### config.mk
export PLATFORM = sky130hd
export DESIGN_NAME = sorted_breakpoint_priority_queue
export DESIGN_NICKNAME = d
export VERILOG_FILES = /design/src/sbpq_pkg.sv /design/src/sorted_breakpoint_priority_queue.sv /design/src/sbpq_ctrl.sv /design/src/sbpq_dp.sv
export SDC_FILE = /design/constraint.sdc
export NUM_CORES = 1
export LEC_CHECK = 0
export BUFFER_PORTS_ARGS = -buffer_cell sky130_fd_sc_hd__buf_2
export CAP_MARGIN = 30
export CORE_UTILIZATION = 39
export CTS_CLUSTER_SIZE = 24
export DETAILED_ROUTE_END_ITERATION = 8
export GPL_TIMING_DRIVEN = 0
export PLACE_DENSITY = 0.56
export SYNTH_ARGS = -nofsm -noshare
export SYNTH_HDL_FRONTEND = slang
export SYNTH_SLANG_ARGS = --single-unit
### constraint.sdc
create_clock -name clk_i -period 5.6 [get_ports clk_i]
set_clock_uncertainty 0.15 [all_clocks]
set_input_delay 0.56 -clock clk_i [delete_from_list [all_inputs] [get_ports clk_i]]
set_output_delay 0.56 -clock clk_i [all_outputs]
set_load 0.1 [all_outputs]
### src/sbpq_pkg.sv
package sbpq_pkg;

  // Default number of queue slots
  localparam int unsigned QueueDepthDefault = 16;

  // Request codes
  localparam logic ReqInsert = 1'b0;
  localparam logic ReqRemove = 1'b1;

  // Result status codes
  localparam logic [1:0] StOk    = 2'd0;
  localparam logic [1:0] StFull  = 2'd1;
  localparam logic [1:0] StEmpty = 2'd2;

  // Request word
  typedef struct packed {
    logic        req_type;
    logic [7:0]  entry_id;
    logic [15:0] address;
  } sbpq_req_t;

  // Result word
  typedef struct packed {
    logic [1:0]  status;
    logic [7:0]  out_id;
    logic [15:0] out_address;
    logic        is_empty;
    logic [4:0]  fill_count;
  } sbpq_rsp_t;

  // One stored entry
  typedef struct packed {
    logic [7:0]  id;
    logic [15:0] key;
  } sbpq_entry_t;

  // Commands from the controller to the datapath
  typedef enum logic [3:0] {
    CMD_NONE,
    CMD_REJ_FULL,
    CMD_REJ_EMPTY,
    CMD_INS_START,
    CMD_INS_SHIFT,
    CMD_INS_PUT,
    CMD_REM_START,
    CMD_REM_TAKE,
    CMD_REM_SHIFT,
    CMD_REM_DONE
  } sbpq_cmd_e;

  // Status from the datapath to the controller
  typedef struct packed {
    logic full;
    logic empty;
    logic key_gt;
    logic scan_last;
    logic shift_last;
    logic head_last;
  } sbpq_stat_t;

endpackage

### src/sorted_breakpoint_priority_queue.sv
// Sorted breakpoint queue: pulse start while busy is low to hand in one request
// word (insert an id/address pair, or remove the lowest address). Exactly one
// result word follows, shown for one cycle with rsp_valid_o high; it cannot be
// held off, so capture it when the strobe is seen. A rejected request (insert
// when full, remove when empty) returns its result in the cycle after start. An
// insert or a remove takes longer the more entries it must move; the time is set
// by the entry store, which has one read and one write port: entries move one
// slot per cycle to open or close the gap. busy is low again while the strobe
// is shown, so the next request may start in that cycle.
module sorted_breakpoint_priority_queue #(
  parameter int unsigned QUEUE_DEPTH = sbpq_pkg::QueueDepthDefault
) (
  input  logic                clk_i,
  input  logic                rst_ni,
  input  logic                start,
  output logic                busy,
  input  sbpq_pkg::sbpq_req_t req_i,
  output logic                rsp_valid_o,
  output sbpq_pkg::sbpq_rsp_t rsp_o
);
  import sbpq_pkg::*;

  sbpq_cmd_e  cmd;
  sbpq_stat_t stat;

  // Sequence the scan and shift steps
  sbpq_ctrl u_ctrl (
    .clk_i      (clk_i),
    .rst_ni     (rst_ni),
    .start_i    (start),
    .req_type_i (req_i.req_type),
    .stat_i     (stat),
    .cmd_o      (cmd),
    .busy_o     (busy)
  );

  // Hold the entries and build result words
  sbpq_dp #(
    .QUEUE_DEPTH (QUEUE_DEPTH)
  ) u_dp (
    .clk_i       (clk_i),
    .rst_ni      (rst_ni),
    .cmd_i       (cmd),
    .req_i       (req_i),
    .stat_o      (stat),
    .rsp_valid_o (rsp_valid_o),
    .rsp_o       (rsp_o)
  );

endmodule

### src/sbpq_ctrl.sv
module sbpq_ctrl (
  input  logic               clk_i,
  input  logic               rst_ni,
  input  logic               start_i,
  input  logic               req_type_i,
  input  sbpq_pkg::sbpq_stat_t stat_i,
  output sbpq_pkg::sbpq_cmd_e  cmd_o,
  output logic               busy_o
);
  import sbpq_pkg::*;

  typedef enum logic [4:0] {
    ST_IDLE      = 5'b00001,
    ST_INS_SCAN  = 5'b00010,
    ST_INS_PUT   = 5'b00100,
    ST_REM_HEAD  = 5'b01000,
    ST_REM_SHIFT = 5'b10000
  } state_e;

  state_e state_q, state_d;
  logic   fin_q, fin_d;

  // Next state and command
  always_comb begin
    state_d = state_q;
    fin_d   = 1'b0;
    cmd_o   = CMD_NONE;
    unique case (state_q)
      ST_IDLE: begin
        if (start_i) begin
          if (req_type_i == ReqInsert) begin
            if (stat_i.full) begin
              cmd_o = CMD_REJ_FULL;
            end else begin
              cmd_o   = CMD_INS_START;
              state_d = stat_i.empty ? ST_INS_PUT : ST_INS_SCAN;
            end
          end else begin
            if (stat_i.empty) begin
              cmd_o = CMD_REJ_EMPTY;
            end else begin
              cmd_o   = CMD_REM_START;
              state_d = ST_REM_HEAD;
            end
          end
        end
      end
      ST_INS_SCAN: begin
        if (stat_i.key_gt) begin
          cmd_o = CMD_INS_SHIFT;
          if (stat_i.scan_last) begin
            state_d = ST_INS_PUT;
          end
        end else begin
          state_d = ST_INS_PUT;
        end
      end
      ST_INS_PUT: begin
        cmd_o   = CMD_INS_PUT;
        state_d = ST_IDLE;
      end
      ST_REM_HEAD: begin
        cmd_o   = CMD_REM_TAKE;
        state_d = ST_REM_SHIFT;
        fin_d   = stat_i.head_last;
      end
      ST_REM_SHIFT: begin
        // finish once the last entry has moved down, or at once for one entry
        if (fin_q) begin
          cmd_o   = CMD_REM_DONE;
          state_d = ST_IDLE;
        end else begin
          cmd_o = CMD_REM_SHIFT;
          fin_d = stat_i.shift_last;
        end
      end
      default: begin
        state_d = ST_IDLE;
      end
    endcase
  end

  // State register
  always_ff @(posedge clk_i or negedge rst_ni) begin
    if (!rst_ni) begin
      state_q <= ST_IDLE;
      fin_q   <= 1'b0;
    end else begin
      state_q <= state_d;
      fin_q   <= fin_d;
    end
  end

  assign busy_o = (state_q != ST_IDLE);

`ifndef ASSERT_OFF
  // A scan ends in the put step
  a_scan_to_put: assert property (@(posedge clk_i) disable iff (!rst_ni)
    (state_q == ST_INS_SCAN && !stat_i.key_gt) |=> (state_q == ST_INS_PUT))
    else $error("insert scan did not move to put");
  // A finished remove returns to idle
  a_rem_done_idle: assert property (@(posedge clk_i) disable iff (!rst_ni)
    (cmd_o == CMD_REM_DONE) |=> (state_q == ST_IDLE))
    else $error("remove did not return to idle");
  // Rejections leave the controller idle
  a_rej_idle: assert property (@(posedge clk_i) disable iff (!rst_ni)
    (cmd_o == CMD_REJ_FULL || cmd_o == CMD_REJ_EMPTY) |=> !busy_o)
    else $error("rejection left controller busy");
`endif

endmodule

### src/sbpq_dp.sv
module sbpq_dp #(
  parameter int unsigned QUEUE_DEPTH = sbpq_pkg::QueueDepthDefault
) (
  input  logic                 clk_i,
  input  logic                 rst_ni,
  input  sbpq_pkg::sbpq_cmd_e  cmd_i,
  input  sbpq_pkg::sbpq_req_t  req_i,
  output sbpq_pkg::sbpq_stat_t stat_o,
  output logic                 rsp_valid_o,
  output sbpq_pkg::sbpq_rsp_t  rsp_o
);
  import sbpq_pkg::*;

  localparam int unsigned AW = $clog2(QUEUE_DEPTH);
  localparam int unsigned CW = $clog2(QUEUE_DEPTH + 1);

  sbpq_entry_t store_q [QUEUE_DEPTH];
  sbpq_entry_t rd_q, hold_q, hold_d;
  sbpq_req_t   req_q, req_d;
  logic [CW-1:0] cnt_q, cnt_d, pos_q, pos_d;
  logic [AW-1:0] rd_addr, wr_addr;
  logic          we;
  sbpq_entry_t   wr_data;
  sbpq_rsp_t     rsp_q, rsp_d;
  logic          rsp_valid_q, rsp_valid_d;
  logic [31:0]   cnt_ext;
  logic [CW-1:0] pos_m1, pos_m2, pos_p1, cnt_m1;

  assign pos_m1 = pos_q - CW'(1);
  assign pos_m2 = pos_q - CW'(2);
  assign pos_p1 = pos_q + CW'(1);
  assign cnt_m1 = cnt_q - CW'(1);

  // Status toward the controller
  assign stat_o.full       = (cnt_q == CW'(QUEUE_DEPTH));
  assign stat_o.empty      = (cnt_q == '0);
  assign stat_o.key_gt     = (rd_q.key > req_q.address);
  assign stat_o.scan_last  = (pos_q == CW'(1));
  assign stat_o.shift_last = (pos_q == cnt_m1);
  assign stat_o.head_last  = (cnt_q == CW'(1));

  // Decode the command into memory access, pointer and result
  always_comb begin
    req_d       = req_q;
    cnt_d       = cnt_q;
    pos_d       = pos_q;
    hold_d      = hold_q;
    rd_addr     = pos_q[AW-1:0];
    wr_addr     = pos_q[AW-1:0];
    wr_data     = rd_q;
    we          = 1'b0;
    rsp_valid_d = 1'b0;
    rsp_d       = rsp_q;
    unique case (cmd_i) inside
      CMD_REJ_FULL, CMD_REJ_EMPTY: begin
        rsp_valid_d = 1'b1;
        rsp_d.status      = (cmd_i == CMD_REJ_FULL) ? StFull : StEmpty;
        rsp_d.out_id      = '0;
        rsp_d.out_address = '0;
      end
      CMD_INS_START: begin
        req_d   = req_i;
        pos_d   = cnt_q;
        rd_addr = cnt_m1[AW-1:0];
      end
      CMD_INS_SHIFT: begin
        // move the larger entry up one slot
        we      = 1'b1;
        pos_d   = pos_m1;
        rd_addr = pos_m2[AW-1:0];
      end
      CMD_INS_PUT: begin
        we          = 1'b1;
        wr_data.id  = req_q.entry_id;
        wr_data.key = req_q.address;
        cnt_d       = cnt_q + CW'(1);
        rsp_valid_d = 1'b1;
        rsp_d.status      = StOk;
        rsp_d.out_id      = '0;
        rsp_d.out_address = '0;
      end
      CMD_REM_START: begin
        pos_d   = '0;
        rd_addr = '0;
      end
      CMD_REM_TAKE: begin
        hold_d  = rd_q;
        pos_d   = CW'(1);
        rd_addr = AW'(1);
      end
      CMD_REM_SHIFT: begin
        // move the next entry down one slot
        we      = 1'b1;
        wr_addr = pos_m1[AW-1:0];
        pos_d   = pos_p1;
        rd_addr = pos_p1[AW-1:0];
      end
      CMD_REM_DONE: begin
        cnt_d       = cnt_m1;
        rsp_valid_d = 1'b1;
        rsp_d.status      = StOk;
        rsp_d.out_id      = hold_q.id;
        rsp_d.out_address = hold_q.key;
      end
      default: begin
      end
    endcase
    cnt_ext          = 32'(cnt_d);
    rsp_d.is_empty   = (cnt_d == '0);
    rsp_d.fill_count = cnt_ext[4:0];
  end

  // Entry store: one write and one registered read per cycle
  always_ff @(posedge clk_i) begin
    if (we) begin
      store_q[wr_addr] <= wr_data;
    end
    rd_q <= store_q[rd_addr];
  end

  // Payload registers
  always_ff @(posedge clk_i) begin
    req_q  <= req_d;
    pos_q  <= pos_d;
    hold_q <= hold_d;
    rsp_q  <= rsp_d;
  end

  // Control registers
  always_ff @(posedge clk_i or negedge rst_ni) begin
    if (!rst_ni) begin
      cnt_q       <= '0;
      rsp_valid_q <= 1'b0;
    end else begin
      cnt_q       <= cnt_d;
      rsp_valid_q <= rsp_valid_d;
    end
  end

  assign rsp_valid_o = rsp_valid_q;
  assign rsp_o       = rsp_q;

`ifndef ASSERT_OFF
  // The count stays within the store
  a_cnt_range: assert property (@(posedge clk_i) disable iff (!rst_ni)
    cnt_q <= CW'(QUEUE_DEPTH))
    else $error("entry count beyond queue depth");
  // The count only moves together with a result word
  a_cnt_with_rsp: assert property (@(posedge clk_i) disable iff (!rst_ni)
    (cnt_q != $past(cnt_q)) |-> rsp_valid_q)
    else $error("entry count changed without a result");
  // Insert writes land no further than one slot past the filled entries
  a_ins_write: assert property (@(posedge clk_i) disable iff (!rst_ni)
    (cmd_i == CMD_INS_SHIFT || cmd_i == CMD_INS_PUT) |-> (pos_q <= cnt_q))
    else $error("insert write beyond filled entries");
`endif

endmodule
**Word level (Yosys, flattened, before mapping)**

Memory sizes are Yosys's and may differ from the RTL's. A register that Yosys moved wholly into a read port is not among the register bits.
Index checks and enable logic that the tools add are counted.

- Register bits after elaboration: 97
- Bits in latches: 0
- RAM bits: 384
- Bits in read-only memories: 0
- Input port bits: 28
- Output and inout port bits: 34
- Logic and storage cells: 82
- Memories: 1

- Add/subtract/negate cells: 5
- Multiply operators: 0
- Div/mod/pow operators: 0
- Order comparisons: 1
- Equality and inequality tests: 24
- Shift-type cells: 0
- Mux-type cells: 29
- Bitwise gates (word level): 0
- Reduce and logical (&&, ||, !) cells: 8

Memory list:

| memory | depth | width | read ports | clocked after Yosys merged registers in | write ports | line | source |
|---|---|---|---|---|---|---|---|
| u_dp.store_q | 16 | 24 | 1 | 1 | 1 | sbpq_dp.sv:17 | `sbpq_entry_t store_q [QUEUE_DEPTH];` |

Operator list:

| kind | count |
|---|---|
| one-hot mux 26 bit (3 select lines) | 1 |
| one-hot mux 4 bit (5 select lines) | 2 |
| two-way mux 5 bit | 7 |
| one-hot mux 5 bit (5 select lines) | 1 |
| two-way mux 24 bit | 1 |
| one-hot mux 5 bit (4 select lines) | 1 |
| == test 4 x 3 -> 1 bit (second input constant) | 4 |
| greater-than comparator 16 bit | 1 |
| == test 5 x 1 -> 1 bit (second input constant) | 3 |
| two-way mux 4 bit | 3 |
| adder 5 x 1 -> 5 bit (second input constant) | 2 |
| == test 5 bit (second input constant) | 2 |
| logical NOT 5 bit | 2 |
| one-hot mux 5 bit (2 select lines) | 1 |
| subtractor 5 x 1 -> 5 bit (second input constant) | 2 |
| two-way mux 3 bit | 3 |
| inequality test 3 bit (second input constant) | 3 |
| == test 4 x 2 -> 1 bit (second input constant) | 2 |
| == test 4 bit (second input constant) | 2 |
| two-way mux 1 bit | 6 |
| == test 5 x 2 -> 1 bit (second input constant) | 1 |
| == test 5 x 3 -> 1 bit (second input constant) | 1 |
| == test 5 x 4 -> 1 bit (second input constant) | 1 |
| == test 5 bit | 1 |
| 13 further kinds | 14 |

**Longest topological paths before layout**

Gate-level depths: netlist of run 1.

- Depth after elaboration: 10
- Gate-level depth with buffers: 15
- Depth with buffers taken out: 12

**By module**

From an unflattened synthesis of run 1, not the netlist that was laid out.

- Cell total of the unflattened synthesis: 1401
- Area total of the unflattened synthesis: 20343.3 sq um

Modules (own cells, without submodules):

| module | times used | cells an instance | area an instance (sq um) | sequential area each (sq um) |
|---|---|---|---|---|
| sbpq_dp | 1 | 1347 | 19877.8 | 14654.1 |
| sbpq_ctrl | 1 | 54 | 465.4 | 151.4 |

**Worst setup path before layout of run 1**

Ideal clock, no wire load.

- Path type: reg-to-reg
- Start point: register u_ctrl.state_q[4]
- End point: register, netlist name u_dp.rd_q[13]
- Setup time: 0.134 ns
- Data arrival time: 3.532 ns
- Required time: 5.316 ns
- Setup slack: 1.784 ns
- Stages on the path, launching flop included: 13
- Path buffers: 2
- Clock period less this slack: 3.816 ns
- Cell sequence: dfrtp_1 > buf_2 > nor3_1 > nand2_1 > inv_1 > o21ai_2 > inv_1 > a22oi_1 > and3_1 > o21ai_1 > buf_2 > a211oi_1 > or4_1

- Word-level cells in the longest chain between the ends: 4
- Elaborated cells between the ends (all ways): 12
- Classes of those cells: eq/ne (10); mux (2)

Ends and longest elaborated chain:

| what | line | source |
|---|---|---|
| start: declaration | sbpq_ctrl.sv:20 | `state_e state_q, state_d;` |
| start signal: assignment | sbpq_ctrl.sv:89 | `state_q <= state_d;` |
| == test 5 bit (tied with other cells) | sbpq_ctrl.sv:28 | `unique case (state_q)` |
| one-hot mux 4 bit (5 select lines) (*) | sbpq_ctrl.sv:28 |  |
| == test 4 bit (no line) (tied with other cells) | -- |  |
| one-hot mux 4 bit (5 select lines) (*) | sbpq_dp.sv:54 | `unique case (cmd_i) inside` |

Every way passes the cells marked *; elsewhere a longest branch is shown, timed or not.
A chain may end at the register's enable or synchronous reset.

**Final worst setup path of run 1**

- Start point: register u_dp.cnt_q[0]
- End point: register, netlist name u_dp.rd_q[13]

- Word-level cells in the longest chain between the ends: 7
- Elaborated cells between the ends (all ways): 14
- Classes of those cells: add/sub (1); eq/ne (6); mux (6); reduce/logical (1)

Ends and longest elaborated chain:

| what | line | source |
|---|---|---|
| start: declaration | sbpq_dp.sv:20 | `logic [CW-1:0] cnt_q, cnt_d, pos_q, pos_d;` |
| start signal: assignment | sbpq_dp.sv:135 | `cnt_q <= cnt_d;` |
| == test 5 bit / logical NOT 5 bit (equally long branches) | sbpq_dp.sv:35, sbpq_dp.sv:36 |  |
| two-way mux 2 bit / two-way mux 3 bit (equally long branches) | sbpq_ctrl.sv:32, sbpq_ctrl.sv:39 |  |
| two-way mux 4 bit | sbpq_ctrl.sv:31 | `if (req_type_i == ReqInsert) begin` |
| two-way mux 4 bit | sbpq_ctrl.sv:30 | `if (start_i) begin` |
| one-hot mux 4 bit (5 select lines) | sbpq_ctrl.sv:28 |  |
| == test 4 bit (no line) (tied with other cells) | -- |  |
| one-hot mux 4 bit (5 select lines) (*) | sbpq_dp.sv:54 |  |

Marks and branches as above.

==> key figures, run 1 <==
Outcome
  – Status: completed

Synth
  – Post-synthesis cell area: between 20000 and 25000 sq um
  – Leading post-synthesis cells by cell area: edfxtp_1 68%, a211oi_1 7.1%, mux2i_1 4.7%
  – Top_reg_cell synth: edfxtp_1
  – Mean post-synth cell area: around 15 sq um
  – Syn nets: 1405
  – Synth top area share: 0.6790
  – EDFF count, synth: 463
  – Async SR Flop Fraction: 0.02376
  – Synthesis-stage register bit count: about 510
  – Synth cell types: between 60 and 70
  – Mapped Cells: around 1400
  – Synth area leader: edfxtp_1
  – Synth warn: 0
  – Post-synthesis sequential area ratio: 0.7230

Layout
  – Synth-to-layout area growth: 17.09%
  – Most common cell after layout, fill and taps aside: edfxtp_1
  – Share of cells above drive strength 1: 0.1322
  – Most frequent cells in the layout: 463 x edfxtp_1, 193 x a211oi_1, 97 x and3_1
  – Post-route cell area: approximately 24000 sq um
  – Final Util: 0.4645
  – NumNets Final: between 1500 and 2000

CTS
  – Clock Tree Root: clkbuf_16
  – CTS tree: done
  – Clock-pin slew on the worst setup and hold paths: approximately 0.06 ns
  – CTS H-tree depth: 2
  – Maximum root-to-sink buffer count: 3
  – CTS sink count: roughly 510
  – CTS Buf Count: 51
  – Clock Latency Late Sink: just under 0.6 ns

Worst setup path
  – CP max stage cell: buf_1
  – Crit path kind: flip-flop to flip-flop
  – Crit path buf inv count: 5
  – Setup crit start: u_dp.cnt_q[0]$_DFF_PN0_
  – CP Max Fanout: 10
  – RR Endpoint: u_dp.rd_q[13]$_DFF_P_
  – FF-to-FF path depth: 13
  – Crit path DAT: between 5 and 6 ns
  – Setup slack, reg-to-reg: about 0.24 ns
  – Worst setup path end: u_dp.rd_q[13]$_DFF_P_
  – Slowest stage delay, CP: between 0.6 and 0.7 ns
  – CP top delay family: buffers and inverters
  – Crit path cell chain: clkbuf_1, inv_1, ha_1, nor4b_2, nor4b_1, o31a_1, a211oi_1, o21bai_1, buf_2, buf_1, buf_1, a211oi_1, or4_1
  – Required @ worst endpoint: between 5 and 6 ns
  – Setup crit start kind: flip-flop
  – CP Capture Type: flip-flop
  – Levels on crit path: 13
  – Reg2reg start: u_dp.cnt_q[0]$_DFF_PN0_

STA
  – Final Critical Period: approximately 5.4 ns
  – Crit share post-route: 0.9567
  – Setup violators final: 0
  – Hold_ws: between 0.05 and 0.06 ns
  – Hold Fails Final Rpt: 0
  – Setup TNS: 0 ns
  – Max Slew Vio Count: 0
  – Max_slew headroom: 0.2711
  – Worst-Margin Slew: between 1 and 1.5 ns
  – Highest Clock Rate: around 190 MHz
  – RSZ-0062 raised after global routing: false

Drt
  – Vias post-DR: roughly 12000
  – DRC viols: 0
  – Avg WL per Cell: 23.84 um
  – Antenna Nets Post-Route: 0
  – DRT iter0 DRCs: just over 1000
  – First-pass DRT Iterations: 5
  – Vias per cell: about 5.5
  – Final WL: 53.22 mm

Die
  – Initial core utilization: 0.3967
  – Count of standard-cell rows: 83
  – Die X: roughly 230 um
  – I/O pins: 62
  – Die H: ~230 um
  – Die area: 53430 sq um
  – Core box area: 51610 sq um

Place
  – Routability cong.: 0.8482
  – Hpwl dp: between 30 and 40 mm
  – Port bufs: between 60 and 70
  – Placed instance area: between 20000 and 25000 sq um

Global route
  – First-pass GRT wire length: around 79 mm
  – Total global-route track usage: 0.2015
  – Pin count of the biggest net entering global routing: 25
  – Initial antenna violation count: 2
  – Remaining Overflow, GRT: 0
  – Number of global-route vias before repair: 12300

Run
  – MaxCap Viol Count: 0

Power and ir drop
  – Power density cells: between 500 and 600 nW/um^2
  – Worst vdd ir: approximately 0.30 mV
  – Leakage: between 0.008 and 0.009 uW
  – Overall power: 13760 uW

Min path
  – Min-Delay Path Class: primary input to flip-flop
metrics by stage:
stage          worst slack (ns)  instances
6_report                 0.2422       2232
5_1_grt                0.006062       2231
4_1_cts                  0.2479       2230
3_5_place_dp             0.2649       2115
3_3_place_gp           -0.01331       2092
2_1_floorplan             1.784       1351
synthesized netlist by cell type, types with 5 or more instances:
library cell,count
nor3_1,6
nor2_1,38
a21oi_1,14
edfxtp_1,463
and2_1,25
xnor2_1,11
and3_1,97
nand4_1,9
or4_1,25
o21ai_0,30
ha_1,26
buf_2,25
nand3_1,13
clkbuf_1,57
nand2_1,66
mux2i_1,96
buf_1,5
nor2b_1,5
dfrtp_1,11
inv_1,32
a211oi_1,193
dfxtp_1,30
cell type report:
class | instances | area [sq um]
fill | 4492 | 27640
sequential | 505 | 14810
multi-input combinational | 725 | 5299
clock buffer | 68 | 1380
timing repair buffer | 109 | 937.1
tap | 680 | 850.8
buffer | 88 | 370.4
clock inverter | 23 | 207.7
inverter | 33 | 123.9
antenna | 1 | 2.502
flip-flops by register name, indices dropped and copies added (netlist names):
signal / flops
u_dp.store_q: 384
u_dp.rsp_o: 32
u_dp.hold_q: 24
u_dp.rd_q: 24
u_dp.req_q: 24
u_ctrl.state_q: 5
u_dp.cnt_q: 5
u_dp.pos_q: 5
u_ctrl.fin_q: 1
u_dp.rsp_valid_o: 1
metal layers:
| layer | part of all wire | track usage | vias to the layer above | wire length, um |
|---|---|---|---|---|
| li1 | - | - | 5676 | - |
| met1 | 0.43 | 0.2655 | 6203 | 23010 |
| met2 | 0.50 | 0.3460 | 371 | 26390 |
| met3 | 0.050 | 0.02805 | 77 | 2685 |
| met4 | 0.021 | 0.05753 | 0 | 1136 |
| met5 | 0 | 0 | - | 0 |
power breakdown:
part / switching [uW] / internal (uW)
registers: 190 / 4890
clock network: 1390 / 1900
logic: 3840 / 1550
cell families (layout without fill, tap and decap cells):
| family | Yosys count | in the layout | synth area share |
|---|---|---|---|
| fa+ha+maj | 26 | 26 | 0.01589 |
| flops | 505 | 505 | 0.7230 |
| buf+inv | 121 | 321 | 0.02407 |
| mux | 96 | 96 | 0.04693 |
| compound gates | 286 | 286 | 0.1022 |
| xor+xnor | 15 | 15 | 0.006415 |
| simple gates | 302 | 302 | 0.08151 |
| other cells | 0 | 1 | 0 |
worst min-delay path by stage:
stage	startpoint	endpoint	slack, ns	cells after the start
2_1_floorplan	rst_ni	u_ctrl.fin_q$_DFF_PN0_	0.11	0
3_5_place_dp	u_dp.rd_q[23]$_DFF_P_	u_dp.hold_q[23]$_DFFE_PP_	0.27	0
4_1_cts	req_i[16]	u_dp.req_q[16]$_DFFE_PP_	0.02	1
5_1_grt	req_i[16]	u_dp.req_q[16]$_DFFE_PP_	0.03	1
6_report	req_i[16]	u_dp.req_q[16]$_DFFE_PP_	0.05	1
3_3_place_gp	u_dp.rd_q[0]$_DFF_P_	u_dp.hold_q[0]$_DFFE_PP_	0.27	0
repair_timing:
action                                 CTS  global route
hold buffers                            24             0
resized for setup                        0             1
endpoints found under the hold margin   35             0
setup endpoints to repair                0             5
setup buffers                            0             0
Power figures use the tool's default switching activity.
==> run 2: changes to the inputs <==
- SYNTH_HIERARCHICAL: default -> 1
==> run 2 against run 1 <==
- critical path depth rose by 12
- synthesized area down 0.65%
- global-route usage increased by 0.22 points
- largest cell class unchanged
- fmax is 2.5% lower
==> key figures, run 2 <==
STA
  – Max_slew headroom: 0.3297 (was 0.2711)
  – Worst-Margin Slew: 0.9915 ns (was 1.086 ns)
  – Final Critical Period: 5.494 ns (was 5.358 ns)
  – Max Slew Vio Count: 0 (unchanged)
  – Crit share post-route: 0.9810 (was 0.9567)
  – Hold Fails Final Rpt: 0 (unchanged)
  – Setup TNS: 0 ns (unchanged)
  – RSZ-0062 raised after global routing: true (was false)
  – Setup violators final: 0 (unchanged)
  – Highest Clock Rate: 182.0 MHz (was 186.6 MHz)

Synth
  – Largest family of logic cells by synthesized area: compound AO/OA/AOI/OAI gates (unchanged)
  – Async SR Flop Fraction: 0.02376 (unchanged)
  – Synth area leader: edfxtp_1 (unchanged)
  – Synth cell types: 65 (was 66)
  – EDFF count, synth: 463 (unchanged)
  – Post-synthesis cell area: 20340 sq um (was 20480 sq um)
  – Mux share of post-synthesis cell area: 0.04914 (was 0.04693)
  – Top_reg_cell synth: edfxtp_1 (unchanged)
  – Commonest cells post-synth: 463 x edfxtp_1, 214 x nand2_1, 110 x a21oi_1 (was 463 x edfxtp_1, 193 x a211oi_1, 97 x and3_1)
  – Synth Area in Simple Gates: 0.08149 (was 0.08151)
  – Mean post-synth cell area: 14.52 sq um (was 15.16 sq um)
  – Post-synthesis sequential area ratio: 0.7278 (was 0.7230)
  – XOR/XNOR Fraction of Synth Area: 0.006888 (was 0.006416)
  – Synth warn: 6 (was 0)
  – Synth top area share: 0.6834 (was 0.6790)
  – Synth Area in Compound Gates: 0.09213 (was 0.1022)
  – Leading post-synthesis cells by cell area: edfxtp_1 68%, nand2_1 3.9%, mux2i_1 3.6% (was edfxtp_1 68%, a211oi_1 7.1%, mux2i_1 4.7%)
  – Syn nets: 1456 (was 1405)
  – Mapped Cells: 1401 (was 1351)
  – Adder-cell share of the synthesized area: 0.01661 (was 0.01589)
  – Synthesis-stage register bit count: 505 (unchanged)
  – Top-count cell post-synth: edfxtp_1 (unchanged)

Die
  – Die X: 230.4 um (was 231.1 um)
  – Die area: 53080 sq um (was 53430 sq um)
  – Core box area: 51410 sq um (was 51610 sq um)
  – I/O pins: 62 (unchanged)
  – Initial core utilization: 0.3957 (was 0.3967)
  – Die H: 230.4 um (was 231.1 um)
  – Count of standard-cell rows: 83 (unchanged)

Layout
  – NumNets Final: 1642 (was 1567)
  – Fillers: 4458 (was 4492)
  – Most common cell after layout, fill and taps aside: edfxtp_1 (unchanged)
  – Most frequent cells in the layout: 463 x edfxtp_1, 214 x nand2_1, 106 x a21oi_1 (was 463 x edfxtp_1, 193 x a211oi_1, 97 x and3_1)
  – Post-route cell area: 24690 sq um (was 23980 sq um)
  – Largest Register: u_dp/store_q (was u_dp.store_q)
  – Max reg flops: 384 (unchanged)
  – Share of cells above drive strength 1: 0.1993 (was 0.1322)
  – Final Util: 0.4804 (was 0.4645)
  – Synth-to-layout area growth: 21.39% (was 17.09%)
  – Antenna cell count: 0 (was 1)

CTS
  – Maximum root-to-sink buffer count: 3 (unchanged)
  – Clock Tree Root: clkbuf_16 (unchanged)
  – CTS Buf Count: 52 (was 51)
  – Clock Latency Late Sink: 0.61 ns (was 0.59 ns)
  – Clock-pin slew on the worst setup and hold paths: 0.06 ns (about the same)
  – CTS tree: done (unchanged)
  – CTS H-tree depth: 2 (unchanged)
  – CTS sink count: 505 (unchanged)

Global route
  – Pin count of the biggest net entering global routing: 26 (was 25)
  – Remaining Overflow, GRT: 0 (unchanged)
  – Total global-route track usage: 0.2037 (was 0.2015)
  – Number of global-route vias before repair: 12190 (was 12300)
  – Initial antenna violation count: 2 (unchanged)
  – First-pass GRT wire length: 78.99 mm (was 79.27 mm)

Drt
  – First-pass DRT Iterations: 5 (unchanged)
  – DRT iter0 DRCs: 1461 (was 1011)
  – Antenna Nets Post-Route: 0 (unchanged)
  – Vias post-DR: 12600 (was 12330)
  – Avg WL per Cell: 23.86 um (was 23.84 um)
  – DRC viols: 0 (unchanged)
  – Final WL: 55.14 mm (was 53.22 mm)
  – Vias per cell: 5.452 (was 5.523)

Worst setup path
  – Crit path DAT: 5.82 ns (was 5.62 ns)
  – Reg2reg start: u_dp/req_q[1]$_DFFE_PP_ (was u_dp.cnt_q[0]$_DFF_PN0_)
  – Setup crit start: u_dp/req_q[1]$_DFFE_PP_ (was u_dp.cnt_q[0]$_DFF_PN0_)
  – Required @ worst endpoint: 5.93 ns (was 5.87 ns)
  – CP Capture Type: flip-flop (unchanged)
  – Crit-path most repeated cell: nand2_1
  – CP Max Fanout: 10 (unchanged)
  – Crit path kind: flip-flop to flip-flop (unchanged)
  – Slowest stage delay, CP: 0.56 ns (was 0.63 ns)
  – CP max stage cell: or4b_1 (was buf_1)
  – Setup crit start kind: flip-flop (unchanged)

Min path
  – Min-Delay Path Class: primary input to flip-flop (unchanged)
  – Worst Hold Launch: start (was req_i[16])

Place
  – Port bufs: 61 (unchanged)
  – Placed instance area: 22040 sq um (was 22140 sq um)
  – Routability cong.: 0.8690 (was 0.8482)
  – Hpwl dp: 35.15 mm (was 36.18 mm)

Outcome
  – Status: completed (unchanged)

Run
  – MaxCap Viol Count: 0 (unchanged)
==> run 2: changes by cell type in the layout (fill, tap and decap cells not counted), sizes merged, moves of 25 or more <==
cell and delta:
buf +28, a211oi -189, or4 -25, a22oi +93, and3 -95, a21oi +96
nand2 +148
==> run 2: worst max-delay path, delay by kind of cell (launching register included) <==
| kind | cells | cell delay, ns |
|---|---|---|
| AOI/OAI and AO/OA | 7 | 1.55 |
| adders and majority gates | 1 | 0.23 |
| buffers and inverters | 7 | 1.31 |
| DFF | 1 | 0.38 |
| and+or+nand+nor | 10 | 1.75 |
==> run 2: final timing paths <==
kind	endpoint	slack (ns)	cells after the start
worst max-delay path	u_dp/rd_q[3]$_DFF_P_	0.11	25
worst min-delay path	u_ctrl/state_q[2]$_DFFE_PN0P_	0.12	3
worst max register to register	u_dp/rd_q[3]$_DFF_P_	0.11	25
worst min register to register	u_dp/hold_q[17]$_DFFE_PP_	0.28	0
max in group asynchronous	u_ctrl/state_q[0]$_DFFE_PN1P_	4.80	2
min in group asynchronous	u_ctrl/state_q[3]$_DFFE_PN0P_	0.22	2
==> run 2: logic make-up after synthesis <==
family | Yosys count
DFF | 505
and+or+nand+nor | 361
AOI/OAI and AO/OA | 282
buffers and inverters | 113
muxes | 97
adders and majority gates | 27
xor gates and xnor gates | 16
==> run 2: repair_timing <==
item | CTS | global route
buffers inserted | 2 | 21
endpoints found under the hold margin | 36 | 0
pin swaps | 6 | 23
hold buffers | 25 | 0
gates cloned | 0 | 5
gates resized for setup | 35 | 63
setup endpoints to repair | 575 | 542
==> run 2: cell type report <==
| class | instances | area (sq um) | share of cell area |
|---|---|---|---|
| multi-input cells | 788 | 5383 | 0.2180 |
| plain buffers | 85 | 504.2 | 0.02042 |
| repair buffers | 127 | 1301 | 0.05269 |
| clock buffers | 70 | 1409 | 0.05705 |
| flip-flops and latches | 505 | 14810 | 0.5995 |
| inverters | 28 | 106.4 | 0.004307 |
| clock inverters | 28 | 335.3 | 0.01358 |
| well taps | 680 | 850.8 | 0.03445 |
==> run 2: per-layer routing <==
layer  global-route usage  vias up  wire length [um]
met2               0.3295      503             26270
li1                     -     5689                 -
met3              0.03446       98              4333
met5                    0        -                 0
met1               0.2778     6309             23040
met4              0.06954        0              1497
==> run 2: metrics by stage <==
step	worst slack [ns]	hold WS (ns)	cells
global route	-0.1125	0.1393	2311
CTS	-0.06876	0.09398	2285
detailed placement	-0.6940	0.2662	2160
global placement	-2.436	0.2603	2142
floorplan	0.3868	0.1144	1401
finish	0.1061	0.1245	2311
Power of run 2 is left out: the tool's default activity adds up to more than one toggle a clock period on the data nets, which glitch-free logic cannot reach.
==> run 3: changes to the inputs <==
- CORE_MARGIN: default -> 5
==> run 3 against run 2 <==
- global-route usage is 1.7 points lower
- via count is 0.49% higher
- non-clock buffer count is 4 lower
- highest routed layer unchanged
- cell count is 0.22% lower
- design area is 0.60% lower
- clock-buffer cell count is 5 higher
- core utilization is 0.38 points lower
- flip-flop and latch count stayed put
==> key figures, run 3 (same netlist as run 2, synthesis figures left out) <==
Layout
  – Share of cells above drive strength 1: 0.1920 (was 0.1993)
  – NumNets Final: 1638 (was 1642)
  – Most common cell after layout, fill and taps aside: edfxtp_1 (unchanged)
  – Sequential Area: 14810 sq um (unchanged)
  – Most frequent cells in the layout: 463 x edfxtp_1, 214 x nand2_1, 108 x a21oi_1 (was 463 x edfxtp_1, 214 x nand2_1, 106 x a21oi_1)
  – Synth-to-layout area growth: 20.67% (was 21.39%)
  – Fillers: 4429 (was 4458)
  – Largest Register: u_dp/store_q (unchanged)
  – Multi-input gate area: 5386 sq um (was 5383 sq um)
  – Max reg flops: 384 (unchanged)

Place
  – Hpwl dp: 35.47 mm (was 35.15 mm)
  – Port bufs: 61 (unchanged)
  – Routability cong.: 0.8437 (was 0.8690)

STA
  – Setup violators final: 0 (unchanged)
  – Hold_ws: 0.1470 ns (was 0.1245 ns)
  – Highest Clock Rate: 182.5 MHz (was 182.0 MHz)
  – RSZ-0062 raised after global routing: true (unchanged)
  – Crit share post-route: 0.9787 (was 0.9810)
  – Hold Fails Final Rpt: 0 (unchanged)
  – Setup TNS: 0 ns (unchanged)
  – Final Critical Period: 5.481 ns (was 5.494 ns)
  – Max_slew headroom: 0.3065 (was 0.3297)
  – Worst-Margin Slew: 1.026 ns (was 0.9915 ns)
  – Max Slew Vio Count: 0 (unchanged)

Worst setup path
  – Crit path kind: flip-flop to flip-flop (unchanged)
  – Crit path DAT: 5.78 ns (was 5.82 ns)
  – CP Capture Type: flip-flop (unchanged)
  – RR Endpoint: u_dp/rd_q[3]$_DFF_P_ (unchanged)
  – Setup crit start kind: flip-flop (unchanged)
  – CP Max Fanout: 10 (unchanged)
  – Setup slack, reg-to-reg: 0.12 ns (was 0.11 ns)
  – Reg2reg start: u_dp/req_q[1]$_DFFE_PP_ (unchanged)
  – Required @ worst endpoint: 5.90 ns (was 5.93 ns)
  – FF-to-FF path depth: 25 (unchanged)

Drt
  – Vias per cell: 5.490 (was 5.452)
  – Vias post-DR: 12660 (was 12600)
  – Final WL: 56.28 mm (was 55.14 mm)
  – First-pass DRT Iterations: 5 (unchanged)
  – Antenna Nets Post-Route: 0 (unchanged)
  – Avg WL per Cell: 24.40 um (was 23.86 um)
  – DRC viols: 0 (unchanged)
  – DRT iter0 DRCs: 1252 (was 1461)

Global route
  – Total global-route track usage: 0.1871 (was 0.2037)
  – First-pass GRT wire length: 79.42 mm (was 78.99 mm)
  – Remaining Overflow, GRT: 0 (unchanged)
  – Number of global-route vias before repair: 12180 (was 12190)
  – Initial antenna violation count: 1 (was 2)
  – Pin count of the biggest net entering global routing: 26 (unchanged)

Die
  – Core box area: 51510 sq um (was 51410 sq um)
  – Initial core utilization: 0.3949 (was 0.3957)
  – Die X: 238.4 um (was 230.4 um)
  – Die area: 56830 sq um (was 53080 sq um)
  – Count of standard-cell rows: 83 (unchanged)
  – I/O pins: 62 (unchanged)
  – Die H: 238.4 um (was 230.4 um)

Run
  – MaxCap Viol Count: 0 (unchanged)

CTS
  – CTS tree: done (unchanged)
  – CTS Buf Count: 51 (was 52)
  – Clock Tree Root: clkbuf_16 (unchanged)
  – Maximum root-to-sink buffer count: 3 (unchanged)
  – CTS H-tree depth: 2 (unchanged)
  – CTS sink count: 505 (unchanged)
  – Clock-pin slew on the worst setup and hold paths: 0.06 ns (about the same)
  – Clock Latency Late Sink: 0.60 ns (was 0.61 ns)

Min path
  – Hold-critical path depth: 3 (unchanged)
  – Worst Hold Launch: start (unchanged)
  – Min-Delay Path Class: primary input to flip-flop (unchanged)
  – Worst Hold Endpoint: u_ctrl/state_q[2]$_DFFE_PN0P_ (unchanged)

Outcome
  – Status: completed (unchanged)
[run 3: worst max-delay path, stage by stage (launching register included)]
cell	delay (ns)
edfxtp_1	0.39
inv_1	0.07
ha_1	0.23
nor2b_1	0.14
o21a_1	0.16
o21a_1	0.17
o211ai_1	0.26
a211oi_2	0.20
nor4_4	0.23
nor2_1	0.10
and3b_1	0.20
o311ai_2	0.29
o21ai_2	0.10
or4b_1	0.51
buf_2	0.18
clkinv_2	0.07
buf_6	0.14
ha_1	0.21
nor2_1	0.06
o32a_1	0.43
buf_4	0.21
clkbuf_4	0.22
a21oi_1	0.14
a22oi_1	0.11
a32oi_2	0.25
nand2_1	0.12
[run 3: routing by layer]
layer | up-vias | global-route usage | share of wire
met5 | - | 0 | 0
met4 | 0 | 0.05443 | 0.024
met3 | 89 | 0.03051 | 0.075
met2 | 535 | 0.3132 | 0.48
met1 | 6340 | 0.2541 | 0.42
li1 | 5697 | - | -
[run 3: how the worst max path moves through the flow]
stage / from / endpoint / slack, ns / cells after the start
2_1_floorplan: u_dp/req_q[9]$_DFFE_PP_ / u_dp/store_q[15][0]$_DFFE_PP_ / 0.39 / 20
3_3_place_gp: u_dp/req_q[9]$_DFFE_PP_ / u_dp/rd_q[3]$_DFF_P_ / -2.42 / 19
3_5_place_dp: u_dp/req_q[10]$_DFFE_PP_ / u_dp/rd_q[1]$_DFF_P_ / -0.65 / 22
4_1_cts: u_dp/req_q[9]$_DFFE_PP_ / u_dp/store_q[13][22]$_DFFE_PP_ / -0.06 / 20
5_1_grt: u_dp/req_q[1]$_DFFE_PP_ / u_dp/rd_q[15]$_DFF_P_ / -0.09 / 25
6_report: u_dp/req_q[1]$_DFFE_PP_ / u_dp/rd_q[3]$_DFF_P_ / 0.12 / 25
[run 3: final cells by class]
cell class                 instances  area share
tap                              680     0.03466
clock inverter                    20    0.007646
antenna                            1   0.0001019
timing repair buffer             124     0.05138
inverter                          28    0.004333
sequential                       505      0.6031
buffer                            84     0.01917
clock buffer                      75     0.06015
multi-input combinational        789      0.2194
[run 3: metrics by stage]
step | cell area, sq um | util | setup WS (ns) | std cells
6_report | 24550 | 0.4766 | 0.1194 | 2306
5_1_grt | 24540 | 0.4765 | -0.09195 | 2305
4_1_cts | 24040 | 0.4666 | -0.06392 | 2279
3_5_place_dp | 21980 | 0.4268 | -0.6512 | 2157
3_3_place_gp | 21500 | 0.4175 | -2.415 | 2142
2_1_floorplan | 20350 | - | 0.3868 | 1401
[run 3: timing repair]
| item | in CTS | in global routing |
|---|---|---|
| resized for setup | 42 | 38 |
| setup buffers | 2 | 21 |
| setup endpoints to repair | 642 | 574 |
| hold buffers | 25 | 0 |
| endpoints found under the hold margin | 36 | 0 |
| pin swaps | 4 | 18 |
| gates cloned | 0 | 6 |
Power of run 3 is left out for the same reason.
